`src/hw/rtl/fcca_pkg.sv`:
```
// Shared types and constants of the cluster chain allocator.
`default_nettype none

package fcca_pkg;

   localparam int CW    = 12;  // cluster number and link width
   localparam int NW    = 13;  // cluster counts, may reach 4096
   localparam int SW    = 2;   // status width
   localparam int MW    = 2;   // mode width
   localparam int REMCW = 4;   // step counter of the remainder unit

   localparam logic [CW-1:0] LINK_FREE = 12'h000;
   localparam logic [CW-1:0] LINK_END  = 12'hFFF;

   localparam logic [NW-1:0] CSR_RESET = 13'd4096;

   localparam logic [MW-1:0] MODE_NEW    = 2'd0;
   localparam logic [MW-1:0] MODE_EXTEND = 2'd1;
   localparam logic [MW-1:0] MODE_TRUNC  = 2'd2;
   localparam logic [MW-1:0] MODE_FREE   = 2'd3;

   localparam logic [SW-1:0] STAT_OK     = 2'd0;
   localparam logic [SW-1:0] STAT_FULL   = 2'd1;
   localparam logic [SW-1:0] STAT_BROKEN = 2'd2;

   typedef struct packed {
      logic [MW-1:0] mode;
      logic [CW-1:0] first_cluster;
      logic [CW-1:0] count;
   } req_type;

   typedef struct packed {
      logic [CW-1:0] cluster;
      logic [CW-1:0] amount;
      logic [SW-1:0] status;
   } rsp_type;

   typedef struct packed {
      logic          en;
      logic [CW-1:0] addr;
      logic [CW-1:0] data;
   } ram_wr_type;

endpackage

`default_nettype wire

```
`src/hw/rtl/fcca_seq.sv`:
```
// Sequencer: clearing pass, chain walks, next-fit search and table updates.
`default_nettype none

module fcca_seq
   import fcca_pkg::*;
#(
   parameter int MAX_CLUSTERS = 4096
) (
   input  wire logic          clock,
   input  wire logic          reset,
   input  wire logic [NW-1:0] csr_count,
   input  wire logic          req_valid,
   input  wire req_type       req,
   output logic               req_ready,
   output logic               res_valid,
   output rsp_type            res,
   input  wire logic          res_taken,
   output ram_wr_type         ram_wr,
   output logic      [CW-1:0] ram_rd_addr,
   input  wire logic [CW-1:0] ram_rd_data,
   output logic               rem_start,
   input  wire logic          rem_done,
   input  wire logic [CW-1:0] rem_value,
   output logic      [NW-1:0] managed,
   output logic      [CW-1:0] search_ptr
);

   typedef enum logic [3:0] {
      ST_CLEAR,
      ST_IDLE,
      ST_WALK,
      ST_SRCH_START,
      ST_SRCH_MOD,
      ST_SRCH,
      ST_LINK,
      ST_PASS,
      ST_DONE
   } state_type;

   localparam logic [NW-1:0] MAXN = NW'(MAX_CLUSTERS);

   state_type     state_ff, state_in;
   logic [MW-1:0] mode_ff, mode_in;
   logic [CW-1:0] first_ff, first_in;
   logic [CW-1:0] count_ff, count_in;
   logic [CW-1:0] cur_ff, cur_in;
   logic [NW-1:0] len_ff, len_in;
   logic [NW-1:0] idx_ff, idx_in;
   logic [NW-1:0] keep_ff, keep_in;
   logic [CW-1:0] last_ff, last_in;
   logic [CW-1:0] amount_ff, amount_in;
   logic [CW-1:0] pos_ff, pos_in;
   logic [NW-1:0] scan_ff, scan_in;
   logic [CW-1:0] ss_ff, ss_in;
   logic [NW-1:0] clr_ff, clr_in;
   logic [CW-1:0] cluster_ff, cluster_in;
   logic [SW-1:0] status_ff, status_in;

   logic [NW-1:0] len_nxt;
   logic [NW-1:0] idx_nxt;
   logic [NW-1:0] scan_nxt;
   logic [NW-1:0] pos_inc;
   logic [CW-1:0] pos_wrap;
   logic          pos_skip;

   assign managed  = (csr_count > MAXN) ? MAXN : csr_count;
   assign len_nxt  = len_ff + NW'(1);
   assign idx_nxt  = idx_ff + NW'(1);
   assign scan_nxt = scan_ff + NW'(1);
   assign pos_inc  = {1'b0, pos_ff} + NW'(1);
   assign pos_wrap = (pos_inc == managed) ? '0 : pos_inc[CW-1:0];
   assign pos_skip = (pos_ff == LINK_FREE) || (pos_ff == LINK_END) ||
                     (ram_rd_data != LINK_FREE);

   always_comb begin
      state_in   = state_ff;
      mode_in    = mode_ff;
      first_in   = first_ff;
      count_in   = count_ff;
      cur_in     = cur_ff;
      len_in     = len_ff;
      idx_in     = idx_ff;
      keep_in    = keep_ff;
      last_in    = last_ff;
      amount_in  = amount_ff;
      pos_in     = pos_ff;
      scan_in    = scan_ff;
      ss_in      = ss_ff;
      clr_in     = clr_ff;
      cluster_in = cluster_ff;
      status_in  = status_ff;
      ram_wr     = '0;
      ram_rd_addr = cur_ff;
      rem_start  = 1'b0;

      unique case (state_ff)
         ST_CLEAR: begin
            ram_wr.en   = 1'b1;
            ram_wr.addr = clr_ff[CW-1:0];
            ram_wr.data = LINK_FREE;
            clr_in      = clr_ff + NW'(1);
            if (clr_ff == MAXN - NW'(1)) begin
               state_in = ST_IDLE;
            end
         end

         ST_IDLE: begin
            if (req_valid) begin
               mode_in    = req.mode;
               first_in   = req.first_cluster;
               count_in   = req.count;
               cluster_in = '0;
               amount_in  = '0;
               status_in  = STAT_OK;
               if (req.mode == MODE_NEW) begin
                  state_in = ST_SRCH_START;
               end else begin
                  ram_rd_addr = req.first_cluster;
                  cur_in      = req.first_cluster;
                  len_in      = '0;
                  state_in    = ST_WALK;
               end
            end
         end

         // read data belongs to cur_ff; follow the link in the same cycle
         ST_WALK: begin
            if (({1'b0, cur_ff} >= managed) || (len_ff >= MAXN) ||
                (ram_rd_data == LINK_FREE)) begin
               status_in = STAT_BROKEN;
               state_in  = ST_DONE;
            end else begin
               len_in = len_nxt;
               if (ram_rd_data == LINK_END) begin
                  last_in     = cur_ff;
                  ram_rd_addr = first_ff;
                  cur_in      = first_ff;
                  idx_in      = '0;
                  unique case (mode_ff)
                     MODE_EXTEND: begin
                        state_in = (count_ff == '0) ? ST_DONE : ST_SRCH_START;
                     end
                     MODE_TRUNC: begin
                        if ({1'b0, count_ff} >= len_nxt) begin
                           status_in = STAT_BROKEN;
                           state_in  = ST_DONE;
                        end else begin
                           keep_in  = len_nxt - {1'b0, count_ff};
                           state_in = ST_PASS;
                        end
                     end
                     MODE_FREE: begin
                        keep_in  = '0;
                        state_in = ST_PASS;
                     end
                     default: begin
                        state_in = ST_DONE;
                     end
                  endcase
               end else begin
                  cur_in      = ram_rd_data;
                  ram_rd_addr = ram_rd_data;
               end
            end
         end

         ST_SRCH_START: begin
            scan_in = '0;
            if (managed == '0) begin
               status_in = STAT_FULL;
               state_in  = ST_DONE;
            end else if ({1'b0, ss_ff} >= managed) begin
               rem_start = 1'b1;
               state_in  = ST_SRCH_MOD;
            end else begin
               pos_in      = ss_ff;
               ram_rd_addr = ss_ff;
               state_in    = ST_SRCH;
            end
         end

         ST_SRCH_MOD: begin
            if (rem_done) begin
               pos_in      = rem_value;
               ram_rd_addr = rem_value;
               state_in    = ST_SRCH;
            end
         end

         // read data belongs to pos_ff; the next position is read ahead
         ST_SRCH: begin
            if (!pos_skip) begin
               ram_wr.en   = 1'b1;
               ram_wr.addr = pos_ff;
               ram_wr.data = LINK_END;
               ss_in       = pos_ff;
               if (mode_ff == MODE_NEW) begin
                  cluster_in = pos_ff;
                  state_in   = ST_DONE;
               end else begin
                  state_in = ST_LINK;
               end
            end else if (scan_nxt == managed) begin
               status_in = STAT_FULL;
               state_in  = ST_DONE;
            end else begin
               scan_in     = scan_nxt;
               pos_in      = pos_wrap;
               ram_rd_addr = pos_wrap;
            end
         end

         ST_LINK: begin
            ram_wr.en   = 1'b1;
            ram_wr.addr = last_ff;
            ram_wr.data = pos_ff;
            last_in     = pos_ff;
            amount_in   = amount_ff + CW'(1);
            state_in    = (amount_in == count_ff) ? ST_DONE : ST_SRCH_START;
         end

         // second walk: pass the kept part, mark the new tail, free the rest
         ST_PASS: begin
            if (idx_nxt == keep_ff) begin
               ram_wr.en   = 1'b1;
               ram_wr.addr = cur_ff;
               ram_wr.data = LINK_END;
            end else if (idx_nxt > keep_ff) begin
               ram_wr.en   = 1'b1;
               ram_wr.addr = cur_ff;
               ram_wr.data = LINK_FREE;
            end
            if (ram_rd_data == LINK_END) begin
               state_in = ST_DONE;
            end else begin
               cur_in      = ram_rd_data;
               ram_rd_addr = ram_rd_data;
               idx_in      = idx_nxt;
            end
         end

         ST_DONE: begin
            if (res_taken) begin
               state_in = ST_IDLE;
            end
         end

         default: begin
            state_in = ST_IDLE;
         end
      endcase
   end

   always_ff @(posedge clock) begin
      if (reset) begin
         state_ff <= ST_CLEAR;
         clr_ff   <= '0;
         ss_ff    <= '0;
      end else begin
         state_ff <= state_in;
         clr_ff   <= clr_in;
         ss_ff    <= ss_in;
      end
      mode_ff    <= mode_in;
      first_ff   <= first_in;
      count_ff   <= count_in;
      cur_ff     <= cur_in;
      len_ff     <= len_in;
      idx_ff     <= idx_in;
      keep_ff    <= keep_in;
      last_ff    <= last_in;
      amount_ff  <= amount_in;
      pos_ff     <= pos_in;
      scan_ff    <= scan_in;
      cluster_ff <= cluster_in;
      status_ff  <= status_in;
   end

   assign req_ready   = (state_ff == ST_IDLE);
   assign res_valid   = (state_ff == ST_DONE);
   assign res.cluster = cluster_ff;
   assign res.amount  = amount_ff;
   assign res.status  = status_ff;
   assign search_ptr  = ss_ff;

endmodule

`default_nettype wire

```
`config.mk`:
```
export PLATFORM = sky130hd
export DESIGN_NAME = fcca_seq
export DESIGN_NICKNAME = d
export VERILOG_FILES = /design/src/hw/rtl/fcca_pkg.sv /design/src/hw/rtl/fcca_seq.sv
export SDC_FILE = /design/constraint.sdc
export NUM_CORES = 1
export LEC_CHECK = 0
export BUFFER_PORTS_ARGS = -buffer_cell sky130_fd_sc_hd__buf_2
export CORE_ASPECT_RATIO = 0.75
export CORE_MARGIN = 1.5
export CORE_UTILIZATION = 40
export DETAILED_ROUTE_END_ITERATION = 16
export GPL_TIMING_DRIVEN = 0
export PLACE_DENSITY_LB_ADDON = 0.12
export SLEW_MARGIN = 20
export SYNTH_ARGS = -nofsm -noshare
export SYNTH_HDL_FRONTEND = slang
export SYNTH_SLANG_ARGS = --single-unit
```
`constraint.sdc`:
```
create_clock -name clock -period 7.5 [get_ports clock]
set_input_delay 1.875 -clock clock [delete_from_list [all_inputs] [get_ports clock]]
set_output_delay 1.875 -clock clock [all_outputs]
set_load 0.05 [all_outputs]
```
==> impl_results.md <==
- # DRC: 0
- Slowest CP cell: a2111o_1
- Clock slew at reported path FFs: 0.07 ns
- HP Class: flip-flop to flip-flop
- Post-synth EDFFs: 140
- # nets final: 1,560
- Final setup viols: 0
- Antenna-violating nets left: 0
- #FFs+latches synth: about 170
- Total Power: 3.952 mW
- Tcrit/Tclk final: 0.9850
- Mean Syn Cell Area: just over 9 um2
- Combinational family with the most area after synthesis: simple AND/OR/NAND/NOR gates
- Cell Rows: 53
- RR Endpoint: status_ff[0]
- Synth top area share: 0.3638
- Multi-input logic area: 6349 um2
- WL/cell: 23.66 um
- Die Y: 150.2 um
- Most used flip-flop cell after synthesis: edfxtp_1
- Post-synthesis mux area share: 0.01559
- First-pass iteration count of the detailed router: 6
- CP Max Fanout: 10
- Max-cap violations: 0
- R2r startpoint: len_ff[2]
- Worst setup path category: input pin to primary output
- Yosys cell types: 80
- CTS Buf Count: 17
- Number of top-level pins: 159
- Final non-filler cell total: 1,834
- Final Hold Viols: 0
- CP Launch Point: csr_count[12]
- Reg2Reg Depth: 13
- Yosys warns: 0
- XOR/XNOR Fraction of Synth Area: 0.07710
- CTS Hold Bufs: 0
- R2R Setup Slk: 3.15 ns
- Post-DP HPWL: 34,320 um
- Clock Latency Late Sink: 0.45 ns
- PwrDens: 290.0 nW/um2
- Fraction of layout cells with a size suffix above 1: 0.1742
- CTS sink count: 169
- CP Launch Type: input pin
- Fin. max-slew vios: 0
- Initial drt markers: 1,282
- Synth area leader: edfxtp_1
- Syn nets: about 1,400
- Initial core utilization: 0.4100
- Antenna violations before repair: 1
- Adder-cell share of the synthesized area: 0.06345
- Clk root buf: clkbuf_16
- VDD IR max: 221.2 uV
- First-pass GRT wire length: 63,540 um
- Vias in the first global route: ~10,000
- Finished Cell Area: between 10,000 and 15,000 um2
- Fin Clk Skew: 0.01396 ns
- Filler cells: 2,760
- Vias per std cell: 5.917
- Vias: 10,850
- H-tree Lvls: 4
- Die X-Extent: 199.3 um
- Core footprint: 28,180 um2
- Buffers on Ports: 155
- P_leak: 5.422 nW
- Seq/Total Area, Yosys: 0.4141
- Die area: 29,930 um2
- Gate Count Post-Synth: 1,252
- Cell Area, Placed: between 10,000 and 15,000 um2
- FF+latch area: approximately 4800 um2
- Data arrival, critical path: ~5.5 ns
- Simple-gate portion of the synthesized area: 0.2040
- Post-layout min period: 7.388 ns
- Final Util: 0.4836
- Mapped cell area: approximately 12,000 um2
- Critical path depth: 16
- Slew HR: 0.2836
- Crit. End Element: primary output
- Data required time of the worst path: roughly 5.6 ns
- Achievable frequency: about 140 MHz
- Crit path to: ram_rd_addr[7]
- Worst Tran Pin Value: 1.066 ns
- CTS tree: built
- Ranking of synthesized cells by area: edfxtp_1, ha_1, dfxtp_1
- Max incr delay on CP: between 0.5 and 0.6 ns
- Placer Congestion: 0.9600
- Status: finished, final reports clean
- Longest Clk Path Bufs: 2
- Number of instances in the placed design: around 1,800
- Largest net degree at the start of global routing: 23
- Critical-path cell list: buf_2 > buf_2 > nor2b_2 > inv_1 > ha_1 > a21oi_1 > o21ai_0 > a2111o_1 > buf_4 > nor4_4 > and2_1 > a221o_1 > a211oi_2 > o211a_1 > o22ai_2 > clkbuf_4
- GRT Util Overall: 0.2926
- Most frequent cell on the critical path: buf_2
- Area growth from synthesis to layout: 17.94%
- Delay-heaviest family, CP: compound AO/OA/AOI/OAI gates
- Worst Path Buf+Inv: 5
- Final hold slack: just under 0.5 ns
- Synth Area in Compound Gates: 0.1793
- Async set or reset register ratio after synthesis: 0
- Grt ovf: 0
- Final WL: roughly 43,000 um
## timing repair
action	CTS	global route
setup buffers	0	2
pin swaps	0	1
resized for setup	3	17
endpoints found under the setup margin	10	10
## worst reg2reg max path: cells and delay by family (launching register included)
family	cells	cell delay [ns]
AO/OA/AOI/OAI	4	1.60
flip-flops	1	0.43
AND/OR/NAND/NOR	5	1.15
XOR/XNOR	1	0.25
buffers and inverters	2	0.24
adder cells (fa/ha/maj)	1	0.31
## metrics by stage
| step | TNS (ns) | worst slack [ns] |
|---|---|---|
| after floorplan | 0 | 0.03393 |
| after global placement | -2.857 | -0.4414 |
| after detailed placement | -1.173 | -0.2409 |
| after CTS | 0 | 0.01875 |
| after global routing | -0.01875 | -0.01187 |
| final | 0 | 0.1122 |
## flip-flops by register name, indices dropped and copies added, names as in the netlist, 4 cells and up
| register | flops |
|---|---|
| state_ff | 4 |
| len_ff | 13 |
| amount_ff | 12 |
| scan_ff | 13 |
| count_ff | 12 |
| idx_ff | 13 |
| search_ptr | 12 |
| last_ff | 12 |
| cluster_ff | 12 |
| cur_ff | 12 |
| keep_ff | 13 |
| pos_ff | 12 |
| clr_ff | 13 |
| first_ff | 12 |
## kinds of logic (layout without fill, tap and decap cells)
group                    after synthesis  in the layout
multiplexers                          18             18
other                                  0              2
flip-flops                           169            169
XOR/XNOR                              97             97
buffers and inverters                134            329
AND/OR/NAND/NOR                      473            473
adder cells (fa/ha/maj)               58             58
AO/OA/AOI/OAI                        303            303
## power breakdown
group | switching [mW] | total, mW | internal (mW)
clock | 0.403 | 0.902 | 0.499
combinational | 1.27 | 1.79 | 0.514
sequential | 0.0994 | 1.26 | 1.16
total | 1.78 | 3.95 | 2.18
## layout make-up
type / instances / area share
Buffer: 63 / 0.02038
Clock buffer: 23 / 0.03828
Timing Repair Buffer: 163 / 0.06399
Multi-Input combinational cell: 949 / 0.4658
Clock inverter: 9 / 0.005141
Antenna cell: 2 / 0.0003672
Sequential cell: 169 / 0.3511
Inverter: 71 / 0.01956
Tap cell: 385 / 0.03535
## how the worst min path moves through the flow
stage / from / cells past startpoint / endpoint / slack [ns]
after global routing: clr_ff[12] / 2 / clr_ff[12] / 0.53
after floorplan: clr_ff[12] / 2 / clr_ff[12] / 0.45
after detailed placement: clr_ff[12] / 2 / clr_ff[12] / 0.48
final: clr_ff[12] / 2 / clr_ff[12] / 0.49
after CTS: clr_ff[12] / 2 / clr_ff[12] / 0.49
after global placement: clr_ff[12] / 2 / clr_ff[12] / 0.47
## cells in the mapped netlist, types with 4 or more instances
library cell  count
nand4_1          17
dfxtp_1          29
o311ai_0          5
a222oi_1         12
ha_1             57
or4_1             4
a21o_1            9
buf_2            12
mux2i_1          18
and4_1            6
nand3_1          48
a221o_1           9
a21oi_1          71
and2_1           40
clkbuf_1         45
a22oi_1          18
edfxtp_1        140
xor2_1           29
o221ai_1          9
o21ai_0          76
o211ai_1         13
xnor2_1          65
nand3b_1          4
nor3_1           30
a211oi_1         12
a2111oi_0         4
a22o_1            4
o2bb2ai_1         4
nor2b_1          15
o22ai_1           5
inv_1            70
a31oi_1          10
nand2b_1         13
or3_1            13
nor4_1           19
a221oi_1          6
o2111ai_1         5
and3_1           20
nor2_1          116
nand2_1         113
## routing by layer
metal  GRT usage  part of all wire  wire length, um  vias to the layer above
li1            -                 -                -                     5001
met1      0.4448              0.47            20370                     5130
met2      0.3805              0.39            16710                      650
met3     0.09857              0.12             5259                       66
met4     0.08220             0.021              895                        4
met5     0.04040            0.0036              156                        -
## cell usage in the layout (no fill, tap or decap), types with 40 or more instances in the layout
cell type,synthesis,layout
buf_2,12,165
edfxtp_1,140,140
nor2_1,116,114
nand2_1,113,113
o21ai_0,76,73
inv_1,70,70
a21oi_1,71,70
xnor2_1,65,65
ha_1,57,57
nand3_1,48,48
clkbuf_1,45,43
and2_1,40,40
Power figures use the tool's default switching activity.
