[config.mk]
export PLATFORM = sky130hd
export DESIGN_NAME = fcca_rem_unit
export DESIGN_NICKNAME = d
export VERILOG_FILES = /design/src/hw/rtl/fcca_pkg.sv /design/src/hw/rtl/fcca_rem_unit.sv
export SDC_FILE = /design/constraint.sdc
export NUM_CORES = 1
export LEC_CHECK = 0
export BUFFER_PORTS_ARGS = -buffer_cell sky130_fd_sc_hd__buf_2
export CAP_MARGIN = 10
export CELL_PAD_IN_SITES_DETAIL_PLACEMENT = 0
export CELL_PAD_IN_SITES_GLOBAL_PLACEMENT = 1
export CORE_MARGIN = 2
export CORE_UTILIZATION = 38
export DETAILED_ROUTE_END_ITERATION = 6
export PLACE_DENSITY_LB_ADDON = 0.1
export RECOVER_POWER = 100
export SYNTH_ARGS = -nofsm -noshare
export SYNTH_HDL_FRONTEND = slang
export SYNTH_SLANG_ARGS = --single-unit
[constraint.sdc]
create_clock -name clock -period 2.2 [get_ports clock]
set_input_delay 0.22 -clock clock [delete_from_list [all_inputs] [get_ports clock]]
set_output_delay 0.22 -clock clock [all_outputs]
set_load 0.02 [all_outputs]
[src/hw/rtl/fcca_pkg.sv]
// Shared types and constants of the cluster chain allocator.
`default_nettype none

package fcca_pkg;

   localparam int CW    = 12;  // cluster number and link width
   localparam int NW    = 13;  // cluster counts, may reach 4096
   localparam int SW    = 2;   // status width
   localparam int MW    = 2;   // mode width
   localparam int REMCW = 4;   // step counter of the remainder unit

   localparam logic [CW-1:0] LINK_FREE = 12'h000;
   localparam logic [CW-1:0] LINK_END  = 12'hFFF;

   localparam logic [NW-1:0] CSR_RESET = 13'd4096;

   localparam logic [MW-1:0] MODE_NEW    = 2'd0;
   localparam logic [MW-1:0] MODE_EXTEND = 2'd1;
   localparam logic [MW-1:0] MODE_TRUNC  = 2'd2;
   localparam logic [MW-1:0] MODE_FREE   = 2'd3;

   localparam logic [SW-1:0] STAT_OK     = 2'd0;
   localparam logic [SW-1:0] STAT_FULL   = 2'd1;
   localparam logic [SW-1:0] STAT_BROKEN = 2'd2;

   typedef struct packed {
      logic [MW-1:0] mode;
      logic [CW-1:0] first_cluster;
      logic [CW-1:0] count;
   } req_type;

   typedef struct packed {
      logic [CW-1:0] cluster;
      logic [CW-1:0] amount;
      logic [SW-1:0] status;
   } rsp_type;

   typedef struct packed {
      logic          en;
      logic [CW-1:0] addr;
      logic [CW-1:0] data;
   } ram_wr_type;

endpackage

`default_nettype wire

[src/hw/rtl/fcca_rem_unit.sv]
// Bit-serial restoring remainder, one dividend bit per cycle.
`default_nettype none

module fcca_rem_unit
   import fcca_pkg::*;
(
   input  wire logic          clock,
   input  wire logic          reset,
   input  wire logic          start,
   input  wire logic [CW-1:0] dividend,
   input  wire logic [NW-1:0] divisor,
   output logic               done,
   output logic      [CW-1:0] remainder
);

   logic [NW-1:0]    rem_ff, rem_in;
   logic [CW-1:0]    sh_ff;
   logic [REMCW-1:0] cnt_ff;
   logic             done_ff;
   logic [NW-1:0]    trial;

   // shift in the next dividend bit, subtract when it fits
   always_comb begin
      trial = {rem_ff[CW-1:0], sh_ff[CW-1]};
      if (trial >= divisor) begin
         rem_in = trial - divisor;
      end else begin
         rem_in = trial;
      end
   end

   always_ff @(posedge clock) begin
      if (reset) begin
         cnt_ff  <= '0;
         done_ff <= 1'b0;
      end else begin
         done_ff <= 1'b0;
         if (start) begin
            rem_ff <= '0;
            sh_ff  <= dividend;
            cnt_ff <= REMCW'(CW);
         end else if (cnt_ff != '0) begin
            rem_ff  <= rem_in;
            sh_ff   <= {sh_ff[CW-2:0], 1'b0};
            cnt_ff  <= cnt_ff - REMCW'(1);
            done_ff <= (cnt_ff == REMCW'(1));
         end
      end
   end

   assign done      = done_ff;
   assign remainder = rem_ff[CW-1:0];

endmodule

`default_nettype wire

==> results of run 1 <==
-- power groups by stage --
| stage | clock network, mW | registers (mW) | logic [mW] |
|---|---|---|---|
| after detailed placement | 0 | 0.722 | 0.673 |
| after global placement | 0 | 0.719 | 0.665 |
| after CTS | 0.580 | 0.710 | 0.695 |
| after floorplan | 0 | 0.753 | 0.416 |
| final | 0.567 | 0.711 | 0.709 |
| after global routing | 0.603 | 0.721 | 0.783 |
-- state kept, by name, indices dropped and copies added (netlist names) --
| register | count |
|---|---|
| cnt_ff | 4 |
| done | 1 |
| rem_ff | 12 |
| sh_ff | 12 |
-- final timing paths --
kind | from | end | slack (ps)
worst max-delay path | sh_ff[11] | rem_ff[10] | -220
worst min-delay path | reset | cnt_ff[3] | 170
worst max register to register | sh_ff[11] | rem_ff[10] | -220
worst min register to register | cnt_ff[1] | cnt_ff[1] | 520
-- per-stage QoR --
stage | setup slack, ps | utilization [%] | hold slack (ps) | cells | setup TNS [ps]
2_1_floorplan | -43.8 | - | 289 | 188 | -85.7
3_3_place_gp | -139 | 47.4 | 465 | 311 | -495
3_5_place_dp | -207 | 47.4 | 473 | 311 | -829
4_1_cts | -194 | 50.4 | 173 | 321 | -761
5_1_grt | -363 | 51.0 | 182 | 324 | -2790
6_report | -225 | 51.0 | 170 | 324 | -1320
-- cell families (layout without fill, tap and decap cells) --
group	count (synthesis)	after routing	share of synthesized area [%]
AOI/OAI and AO/OA	56	56	21.2
xor gates and xnor gates	7	7	3.16
adders and majority gates	16	16	10.7
buffers and inverters	25	91	5.03
DFF	29	29	42.3
muxes	11	11	6.38
and+or+nand+nor	44	44	11.3
-- area by class of cell --
| cell class | instances | share of cell area (%) |
|---|---|---|
| multi-input combinational | 134 | 42.8 |
| sequential | 29 | 32.1 |
| timing repair buffer | 62 | 14.0 |
| tap | 70 | 3.43 |
| inverter | 21 | 3.09 |
| clock buffer | 5 | 2.69 |
| clock inverter | 3 | 1.81 |
-- Yosys cell counts, types with 6 or more instances --
cell type  count  area share (%)
nand3_1        7             1.8
nand2_1       12             2.3
inv_1         21             4.1
o21ai_0        7             1.8
nor2_1         6             1.2
nor3_1         8             2.1
mux2_2        11             6.4
edfxtp_1      24              37
ha_1          15             9.7
a21oi_1       15             3.9
-- critical path, stage by stage, from the launching register on --
cell      delay [ps]
edfxtp_1         380
inv_1             70
ha_2             180
inv_2             40
fa_2             350
a211oi_2         230
o21bai_1         150
buf_4            160
nand4_1          110
a31oi_2          130
o21a_1           210
o32ai_2          250
-- timing repair --
action                                  4_1_cts  5_1_grt
pin swaps                                     2        7
endpoints found under the setup margin       12       12
setup buffers                                 2        3
resized for setup                             5        8
-- layer usage --
layer  GRT usage, %  share of wire [%]
met1           22.4                 44
met2           30.8                 51
met3           3.70                4.7
met4           5.07               0.81
met5              0                  0
==> metrics.csv, run 1 <==
stage;metric;value;unit
sta;max_freq;412;MHz
sta;fin_ws;-225;ps
floorplan;design.portCount;41;
sta;rsz0062_at_grt;yes;
global_routing;antenna_found_initial;0;
clock_network;clkLatencyLatePin;280;ps
clock_network;clkTransAtPathRegs;70;ps
run_status;violations;setup timing;
yosys;syn_inst;188;
layout;drive_gt1_share;34.6;%
clock_network;clock-root-buffer;clkbuf_8;
yosys;async_flop_share;0;%
pwr;p_leak;1.08;nW
critical_path;cp-start-kind;register;
clock_network;cts-buffers-inserted;5;
place;dpl_cell_area;0.00238;mm2
drt;vias;1666;
worst_hold_path;whs_path_depth;2;
critical_path;setup.worst_path.class;register to register;
worst_hold_path;hp-class;primary input to register;
global_routing;grt_pass1_vias;1682;
layout;syn2layout_area_growth;31.5;%
pwr;switchingPower;0.647;mW
layout;num-nets-final;297;
pwr;p_sw_share;32.6;%
yosys;synthesis.area;0.00194;mm2
clock_network;max-clock-path-buffers;2;
place;gp_congestion;0.907;
drt;route.detailed.drc;0;
yosys;synth-seq-cells;29;
drt;wl_per_cell;14.5;um
yosys;ys.flop_type;edfxtp_1;
run;max_cap_violations;0;
layout;final_common_cell;buf_2;
sta;layout_min_cycle_time;2420;ps
drt;vias_per_cell;5.14;
pwr;powerDensity;778;mW/mm2
critical_path;crit_arrival;2530;ps
global_routing;groute.usage.overall;17.8;%
layout;n_antenna_cell;0;
pwr;p_seq_share;35.8;%
floorplan;floorplan.rows;26;
pwr;vdd_drop_max;0.000412;V
pwr;power_frac_clock;28.5;%
clock_network;cts.sinks;29;
critical_path;cp-end-kind;register;
yosys;ys_seq_area_share;42.3;%
layout;fillCellCount;506;
yosys;synth_warnings;0;
layout;final_area;0.00255;mm2
clock_network;htreeDepth;2;
pwr;internal_power;1.34;mW
place;dpl.hpwl;3460;um
yosys;synth_edf_count;24;
sta;hold_violations;0;
drt;drtAntennaViolNets;0;
sta;setup_viol;12;
critical_path;reg2reg_depth;11;
critical_path;critPathMaxFanout;2;
drt;first_pass_iters;4;
clock_network;cts_tree;yes;
yosys;syn_area_per_cell;10.3;um2
floorplan;start_util;38.8;%
sta;slew_viol_final;0;
pwr;comb_power_share;35.7;%
place;portBuffers;40;
yosys;syn_nets;232;
floorplan;die_area;0.00570;mm2
clock_network;hold_buffers;0;
sta;worst_pin_slew;1050;ps
layout;regArea;821;um2
floorplan;die_w;75.5;um
run_status;status;finished, violations left;
global_routing;grt_pass1_wl;7620;um
layout;multi_input_area;0.00109;mm2
yosys;ys_types;43;
global_routing;grt_max_degree;21;
drt;drt_iter0_markers;113;
floorplan;die_h;75.5;um
global_routing;gr-total-overflow;0;
sta;timing.final.crit_share;110;%
critical_path;crit_required;2310;ps
sta;slew_headroom;29.9;%
pwr;power;1.99;mW
sta;skew;5.24;ps
drt;wl;4690;um
layout;layout_common_cells;buf_2 (27), edfxtp_1 (24), inv_1 (20);
floorplan;core_area;0.00501;mm2
No activity file was read; power rests on OpenSTA's default activity.
==> run 2, diff against run 1 <==
--- a/constraint.sdc
+++ b/constraint.sdc
@@ -3,2 +3,2 @@
 set_output_delay 0.22 -clock clock [all_outputs]
-set_load 0.02 [all_outputs]
+set_load 0.005 [all_outputs]
==> run 2 against run 1 <==
The run still ends with setup timing left. Via count up 2.7%. Largest cell class unchanged. Final area up 5.6%. Cell count rose by 0.93%. Highest routed layer unchanged.
==> metrics.csv, run 2 (synthesized netlist as in run 1, its figures left out) <==
stage;metric;value;unit;change
critical_path;setup.worst_path.class;register to register;;
pwr;p_seq_share;37.1;%;+1.3 points
critical_path;r2r-start;sh_ff[11];;
sta;timing.hold.ws;166;ps;-4.45 ps
drt;wl_per_cell;15.3;um;+6.1%
critical_path;critPathBufInv;3;;unchanged
place;dpl_cell_area;0.00237;mm2;-0.37%
floorplan;start_util;38.8;%;unchanged
floorplan;die_h;75.5;um;unchanged
place;portBuffers;40;;unchanged
sta;rsz0062_at_grt;yes;;
sta;timing.final.crit_share;109;%;-0.82 points
global_routing;grt_max_degree;25;;+19%
sta;fin_ws;-207;ps;+18.0 ps
sta;worst_pin_slew;1290;ps;+239 ps
critical_path;cp-end-kind;register;;
clock_network;cts-buffers-inserted;5;;unchanged
critical_path;crit_slowest_cell;edfxtp_1;;
layout;n_antenna_cell;0;;unchanged
clock_network;htreeDepth;2;;unchanged
floorplan;design.portCount;41;;unchanged
critical_path;cp-start-kind;register;;
clock_network;clock-root-buffer;clkbuf_8;;
floorplan;floorplan.rows;26;;unchanged
drt;first_pass_iters;4;;unchanged
critical_path;slowest_delay;410;ps;+30 ps
run_status;status;finished, violations left;;
floorplan;die_w;75.5;um;unchanged
layout;final_area;0.00270;mm2;+5.6%
pwr;vdd_drop_max;0.000365;V;-11%
global_routing;antenna_found_initial;0;;unchanged
pwr;comb_power_share;38.7;%;+3.0 points
clock_network;clkTransAtPathRegs;70;ps;about the same
sta;slew_viol_final;0;;unchanged
pwr;powerDensity;719;mW/mm2;-7.6%
global_routing;groute.usage.overall;17.7;%;-0.072 points
layout;fillCellCount;472;;-6.7%
pwr;switchingPower;0.643;mW;-0.69%
drt;vias;1711;;+2.7%
critical_path;critPathMaxFanout;2;;unchanged
place;gp_congestion;0.826;;-8.9%
pwr;p_leak;1.13;nW;+4.6%
clock_network;clkLatencyLatePin;280;ps;about the same
critical_path;cp_common_cell;inv_2;;
critical_path;crit_required;2300;ps;about the same
layout;drive_gt1_share;42.4;%;+7.8 points
layout;top_regs;rem_ff: 12 flops, sh_ff: 12 flops, cnt_ff: 4 flops;;
clock_network;hold_buffers;0;;unchanged
sta;skew;12.3;ps;+7.03 ps
critical_path;crit_arrival;2510;ps;-20 ps
clock_network;cts.sinks;29;;unchanged
sta;hold_violations;0;;unchanged
layout;finish.utilization;53.8;%;+2.8 points
global_routing;gr-total-overflow;0;;unchanged
layout;stdcell_count;327;;+0.93%
floorplan;die_area;0.00570;mm2;unchanged
layout;num-nets-final;300;;+1.0%
global_routing;grt_pass1_vias;1639;;-2.6%
pwr;p_sw_share;33.2;%;+0.58 points
layout;final_common_cell;buf_2;;
layout;syn2layout_area_growth;38.9;%;
worst_hold_path;hp-start;reset;;
drt;drt_iter0_markers;207;;+83%
sta;max_freq;415;MHz;+0.75%
clock_network;cts_tree;yes;;
drt;route.detailed.drc;0;;unchanged
run;max_cap_violations;0;;unchanged
place;dpl.hpwl;3460;um;about the same
clock_network;max-clock-path-buffers;2;;unchanged
critical_path;crit_family;compound AO/OA/AOI/OAI gates;;
sta;setup_viol;12;;unchanged
layout;layout_common_cells;buf_2 (32), edfxtp_1 (24), inv_1 (19), buf_4 (19);;
critical_path;cp_cell_sequence;inv_2 > ha_4 > inv_2 > fa_2 > a211oi_4 > o21bai_2 > buf_4 > nand4_1 > a31oi_1 > o21a_1 > o32ai_2;;
pwr;internal_power;1.30;mW;-3.3%
critical_path;startpoint;sh_ff[11];;
global_routing;grt_pass1_wl;7540;um;-1.1%
floorplan;core_area;0.00501;mm2;unchanged
worst_hold_path;hp-class;primary input to register;;
drt;wl;5020;um;+7.0%
place;dp_cells;311;;unchanged
sta;slew_headroom;14.0;%;-16 points
drt;drtAntennaViolNets;0;;unchanged
sta;layout_min_cycle_time;2410;ps;-18.0 ps
run_status;violations;setup timing;;
drt;vias_per_cell;5.23;;+1.8%
pwr;power_frac_clock;24.2;%;-4.3 points
==> run 2: path summary, 6_finish.rpt <==
kind / end / slack [ps] / cells past startpoint
worst min register to register: cnt_ff[2] / 530 / 2
worst min-delay path: cnt_ff[3] / 170 / 2
worst max register to register: rem_ff[10] / -210 / 11
worst max-delay path: rem_ff[10] / -210 / 11
==> run 2: area by class of cell <==
| type | instances | area (um2) | share of cell area (%) |
|---|---|---|---|
| multi-input cells | 134 | 1230 | 45.6 |
| flip-flops and latches | 29 | 821 | 30.4 |
| repair buffers | 65 | 383 | 14.2 |
| well taps | 70 | 87.6 | 3.25 |
| clock buffers | 6 | 82.6 | 3.06 |
| inverters | 21 | 78.8 | 2.92 |
| clock inverters | 2 | 13.8 | 0.510 |
==> run 2: power groups by stage <==
stage | clock network [mW] | logic, mW | registers [mW]
after global routing | 0.514 | 0.820 | 0.726
after detailed placement | 0 | 0.618 | 0.722
final | 0.469 | 0.751 | 0.719
after CTS | 0.487 | 0.642 | 0.710
after global placement | 0 | 0.612 | 0.718
after floorplan | 0 | 0.408 | 0.718
==> run 2: per-layer routing <==
| layer | track usage [%] | up-vias | wire, um | part of all wire, % |
|---|---|---|---|---|
| li1 | - | 838 | - | - |
| met1 | 22.1 | 811 | 2180 | 43 |
| met3 | 4.23 | 6 | 248 | 4.9 |
| met4 | 5.65 | 0 | 40 | 0.80 |
| met2 | 30.2 | 56 | 2550 | 51 |
| met5 | 0 | - | 0 | 0 |
==> run 2: per-stage QoR <==
| stage | total power, mW | setup slack [ps] | setup TNS, ps |
|---|---|---|---|
| after floorplan | 1.13 | -20.8 | -20.8 |
| after detailed placement | 1.34 | -219 | -1160 |
| after CTS | 1.84 | -223 | -1090 |
| after global routing | 2.06 | -290 | -2350 |
| after global placement | 1.33 | -139 | -753 |
| final | 1.94 | -207 | -1320 |
==> run 2: repair_timing <==
action,CTS,global route
pin swaps,5,15
setup buffers,3,5
setup endpoints to repair,12,12
gates resized for setup,7,32
==> run 3, diff against run 2 <==
- CORE_ASPECT_RATIO: unset -> 0.9
- GPL_TIMING_DRIVEN: unset -> 0
- PLACE_DENSITY: unset -> 0.73
- PLACE_DENSITY_LB_ADDON: 0.1 -> unset
==> run 3 against run 2 <==
The run still ends with setup timing left. Critical path type unchanged. Global-route usage is 0.70 points lower. Non-clock buffer count is 4 lower. Combinational power is 8.4% lower. Critical path depth decreased by 1. Highest routed layer unchanged.
==> metrics.csv, run 3 (synthesized netlist as in run 1, its figures left out) <==
stage;metric;value;unit;change
run_status;status;finished, violations left;;
run_status;violations;setup timing;;
global_routing;groute.usage.overall;17.0;%;-0.70 points
drt;drtAntennaViolNets;0;;unchanged
clock_network;max-clock-path-buffers;2;;unchanged
layout;layout_common_cells;buf_2 (36), edfxtp_1 (24), inv_1 (19);;
critical_path;crit_arrival;2440;ps;-70 ps
clock_network;cts_tree;yes;;
place;gp_congestion;0.764;;-7.6%
pwr;power_frac_clock;29.1;%;+4.9 points
layout;num-nets-final;296;;-1.3%
global_routing;grt_pass1_wl;7460;um;-1.1%
clock_network;cts.sinks;29;;unchanged
sta;timing.final.crit_share;110;%;+0.34 points
pwr;p_seq_share;36.2;%;-0.9 points
pwr;internal_power;1.38;mW;+6.7%
layout;n_antenna_cell;0;;unchanged
clock_network;cts-buffers-inserted;5;;unchanged
pwr;switchingPower;0.597;mW;-7.1%
drt;vias;1656;;-3.2%
global_routing;gr-total-overflow;0;;unchanged
clock_network;hold_buffers;0;;unchanged
clock_network;clock-root-buffer;clkbuf_8;;
pwr;p_sw_share;30.2;%;-3.0 points
critical_path;slowest_delay;420;ps;about the same
pwr;comb_power_share;34.8;%;-3.9 points
sta;skew;5.37;ps;-6.91 ps
place;portBuffers;39;;-2.5%
sta;hold_violations;0;;unchanged
critical_path;cp_cell_sequence;inv_2 > ha_4 > inv_2 > fa_2 > a211oi_2 > o21bai_1 > a2111oi_1 > nor3_1 > xnor2_1 > o22ai_1;;
critical_path;crit_required;2230;ps;-70 ps
sta;fin_ws;-214;ps;-7.47 ps
global_routing;grt_pass1_vias;1629;;-0.61%
sta;rsz0062_at_grt;yes;;
sta;setup_viol;12;;unchanged
global_routing;antenna_found_initial;0;;unchanged
sta;worst_pin_slew;835;ps;-455 ps
critical_path;cp_common_cell;inv_2;;
clock_network;clkLatencyLatePin;280;ps;about the same
clock_network;clkTransAtPathRegs;70;ps;about the same
sta;slew_viol_final;0;;unchanged
drt;wl_per_cell;13.9;um;-9.1%
pwr;vdd_drop_max;0.000409;V;+12%
floorplan;floorplan.rows;24;;-7.7%
floorplan;die_h;71.8;um;-4.9%
place;dpl.hpwl;3110;um;-10%
floorplan;core_area;0.00489;mm2;-2.3%
floorplan;start_util;39.7;%;+0.91 points
critical_path;setup.worst_path.class;register to register;;
pwr;p_leak;1.10;nW;-2.0%
worst_hold_path;hp-class;primary input to register;;
layout;fillCellCount;474;;+0.42%
layout;top_regs;rem_ff: 12 flops, sh_ff: 12 flops, cnt_ff: 4 flops;;
layout;finish.utilization;53.1;%;-0.68 points
critical_path;cp-start-kind;register;;
sta;slew_headroom;44.3;%;+30 points
floorplan;design.portCount;41;;unchanged
drt;drt_iter0_markers;41;;-80%
critical_path;crit_slowest_cell;edfxtp_1;;
run;max_cap_violations;0;;unchanged
drt;first_pass_iters;4;;unchanged
layout;drive_gt1_share;38.7;%;-3.7 points
drt;vias_per_cell;5.21;;-0.48%
floorplan;die_w;79.4;um;+5.1%
sta;layout_min_cycle_time;2410;ps;+7.46 ps
layout;multi_input_area;0.00115;mm2;-6.4%
floorplan;die_area;0.00570;mm2;about the same
layout;final_common_cell;buf_2;;
clock_network;htreeDepth;2;;unchanged
sta;tns;-1080;ps;+239 ps
layout;syn2layout_area_growth;34.0;%;
critical_path;cp-end-kind;register;;
global_routing;grt_max_degree;25;;unchanged
drt;route.detailed.drc;0;;unchanged
layout;regArea;821;um2;unchanged
pwr;powerDensity;761;mW/mm2;+5.9%
critical_path;critPathMaxFanout;3;;+1
sta;max_freq;414;MHz;-0.31%
drt;wl;4440;um;-12%
==> run 3: changes by cell type in the layout (fill, tap and decap cells not counted), moves of 4 or more <==
cell      change
buf_2         +4
buf_4         -4
clkbuf_1      -4
nand3_1       +4
==> run 3: worst paths after layout <==
| kind | start | endpoint | slack [ps] | cells past startpoint |
|---|---|---|---|---|
| max | sh_ff[11] | rem_ff[8] | -210 | 10 |
| max reg2reg | sh_ff[11] | rem_ff[8] | -210 | 10 |
| min reg2reg | cnt_ff[1] | cnt_ff[1] | 520 | 2 |
| min | reset | cnt_ff[2] | 200 | 2 |
==> run 3: power groups by stage <==
| stage | logic [mW] | clock network (mW) | registers (mW) |
|---|---|---|---|
| floorplan | 0.408 | 0 | 0.718 |
| global placement | 0.551 | 0 | 0.725 |
| detailed placement | 0.554 | 0 | 0.726 |
| CTS | 0.625 | 0.592 | 0.715 |
| global route | 0.765 | 0.613 | 0.725 |
| finish | 0.688 | 0.576 | 0.717 |
==> run 3: layer usage <==
metal	vias up	global-route usage, %	share of wire, %
li1	838	-	-
met1	780	22.3	46
met2	29	27.4	49
met3	9	4.03	3.3
met4	0	6.51	1.7
met5	-	0	0
==> run 3: critical path, delay by kind of cell, from the launching register on <==
family | cells | cell delay [ps]
adders and majority gates | 2 | 490
and+or+nand+nor | 1 | 110
buffers and inverters | 2 | 120
DFF | 1 | 420
AOI/OAI and AO/OA | 4 | 850
xor gates and xnor gates | 1 | 170
==> run 3: repair_timing <==
item	in CTS	in global routing
setup buffers	13	5
gates resized for setup	10	13
endpoints found under the setup margin	12	12
gates cloned	0	0
pin swaps	4	5
hold endpoints to repair	0	0
==> run 3: metrics by stage <==
stage	setup slack [ps]	cells	cell area, um2	hold WS [ps]	total power, mW
2_1_floorplan	-20.8	188	1960	289	1.13
3_3_place_gp	-292	292	2230	481	1.28
3_5_place_dp	-258	292	2240	505	1.28
4_1_cts	-233	313	2490	195	1.93
5_1_grt	-346	318	2600	217	2.10
6_report	-214	318	2600	201	1.98
==> run 3: area by class of cell <==
cell class	instances	area share [%]
Clock buffer	6	3.17
Buffer	4	0.866
Inverter	21	3.03
Multi-Input combinational cell	134	44.3
Sequential cell	29	31.6
Timing Repair Buffer	57	12.6
Tap cell	65	3.13
Clock inverter	2	1.44
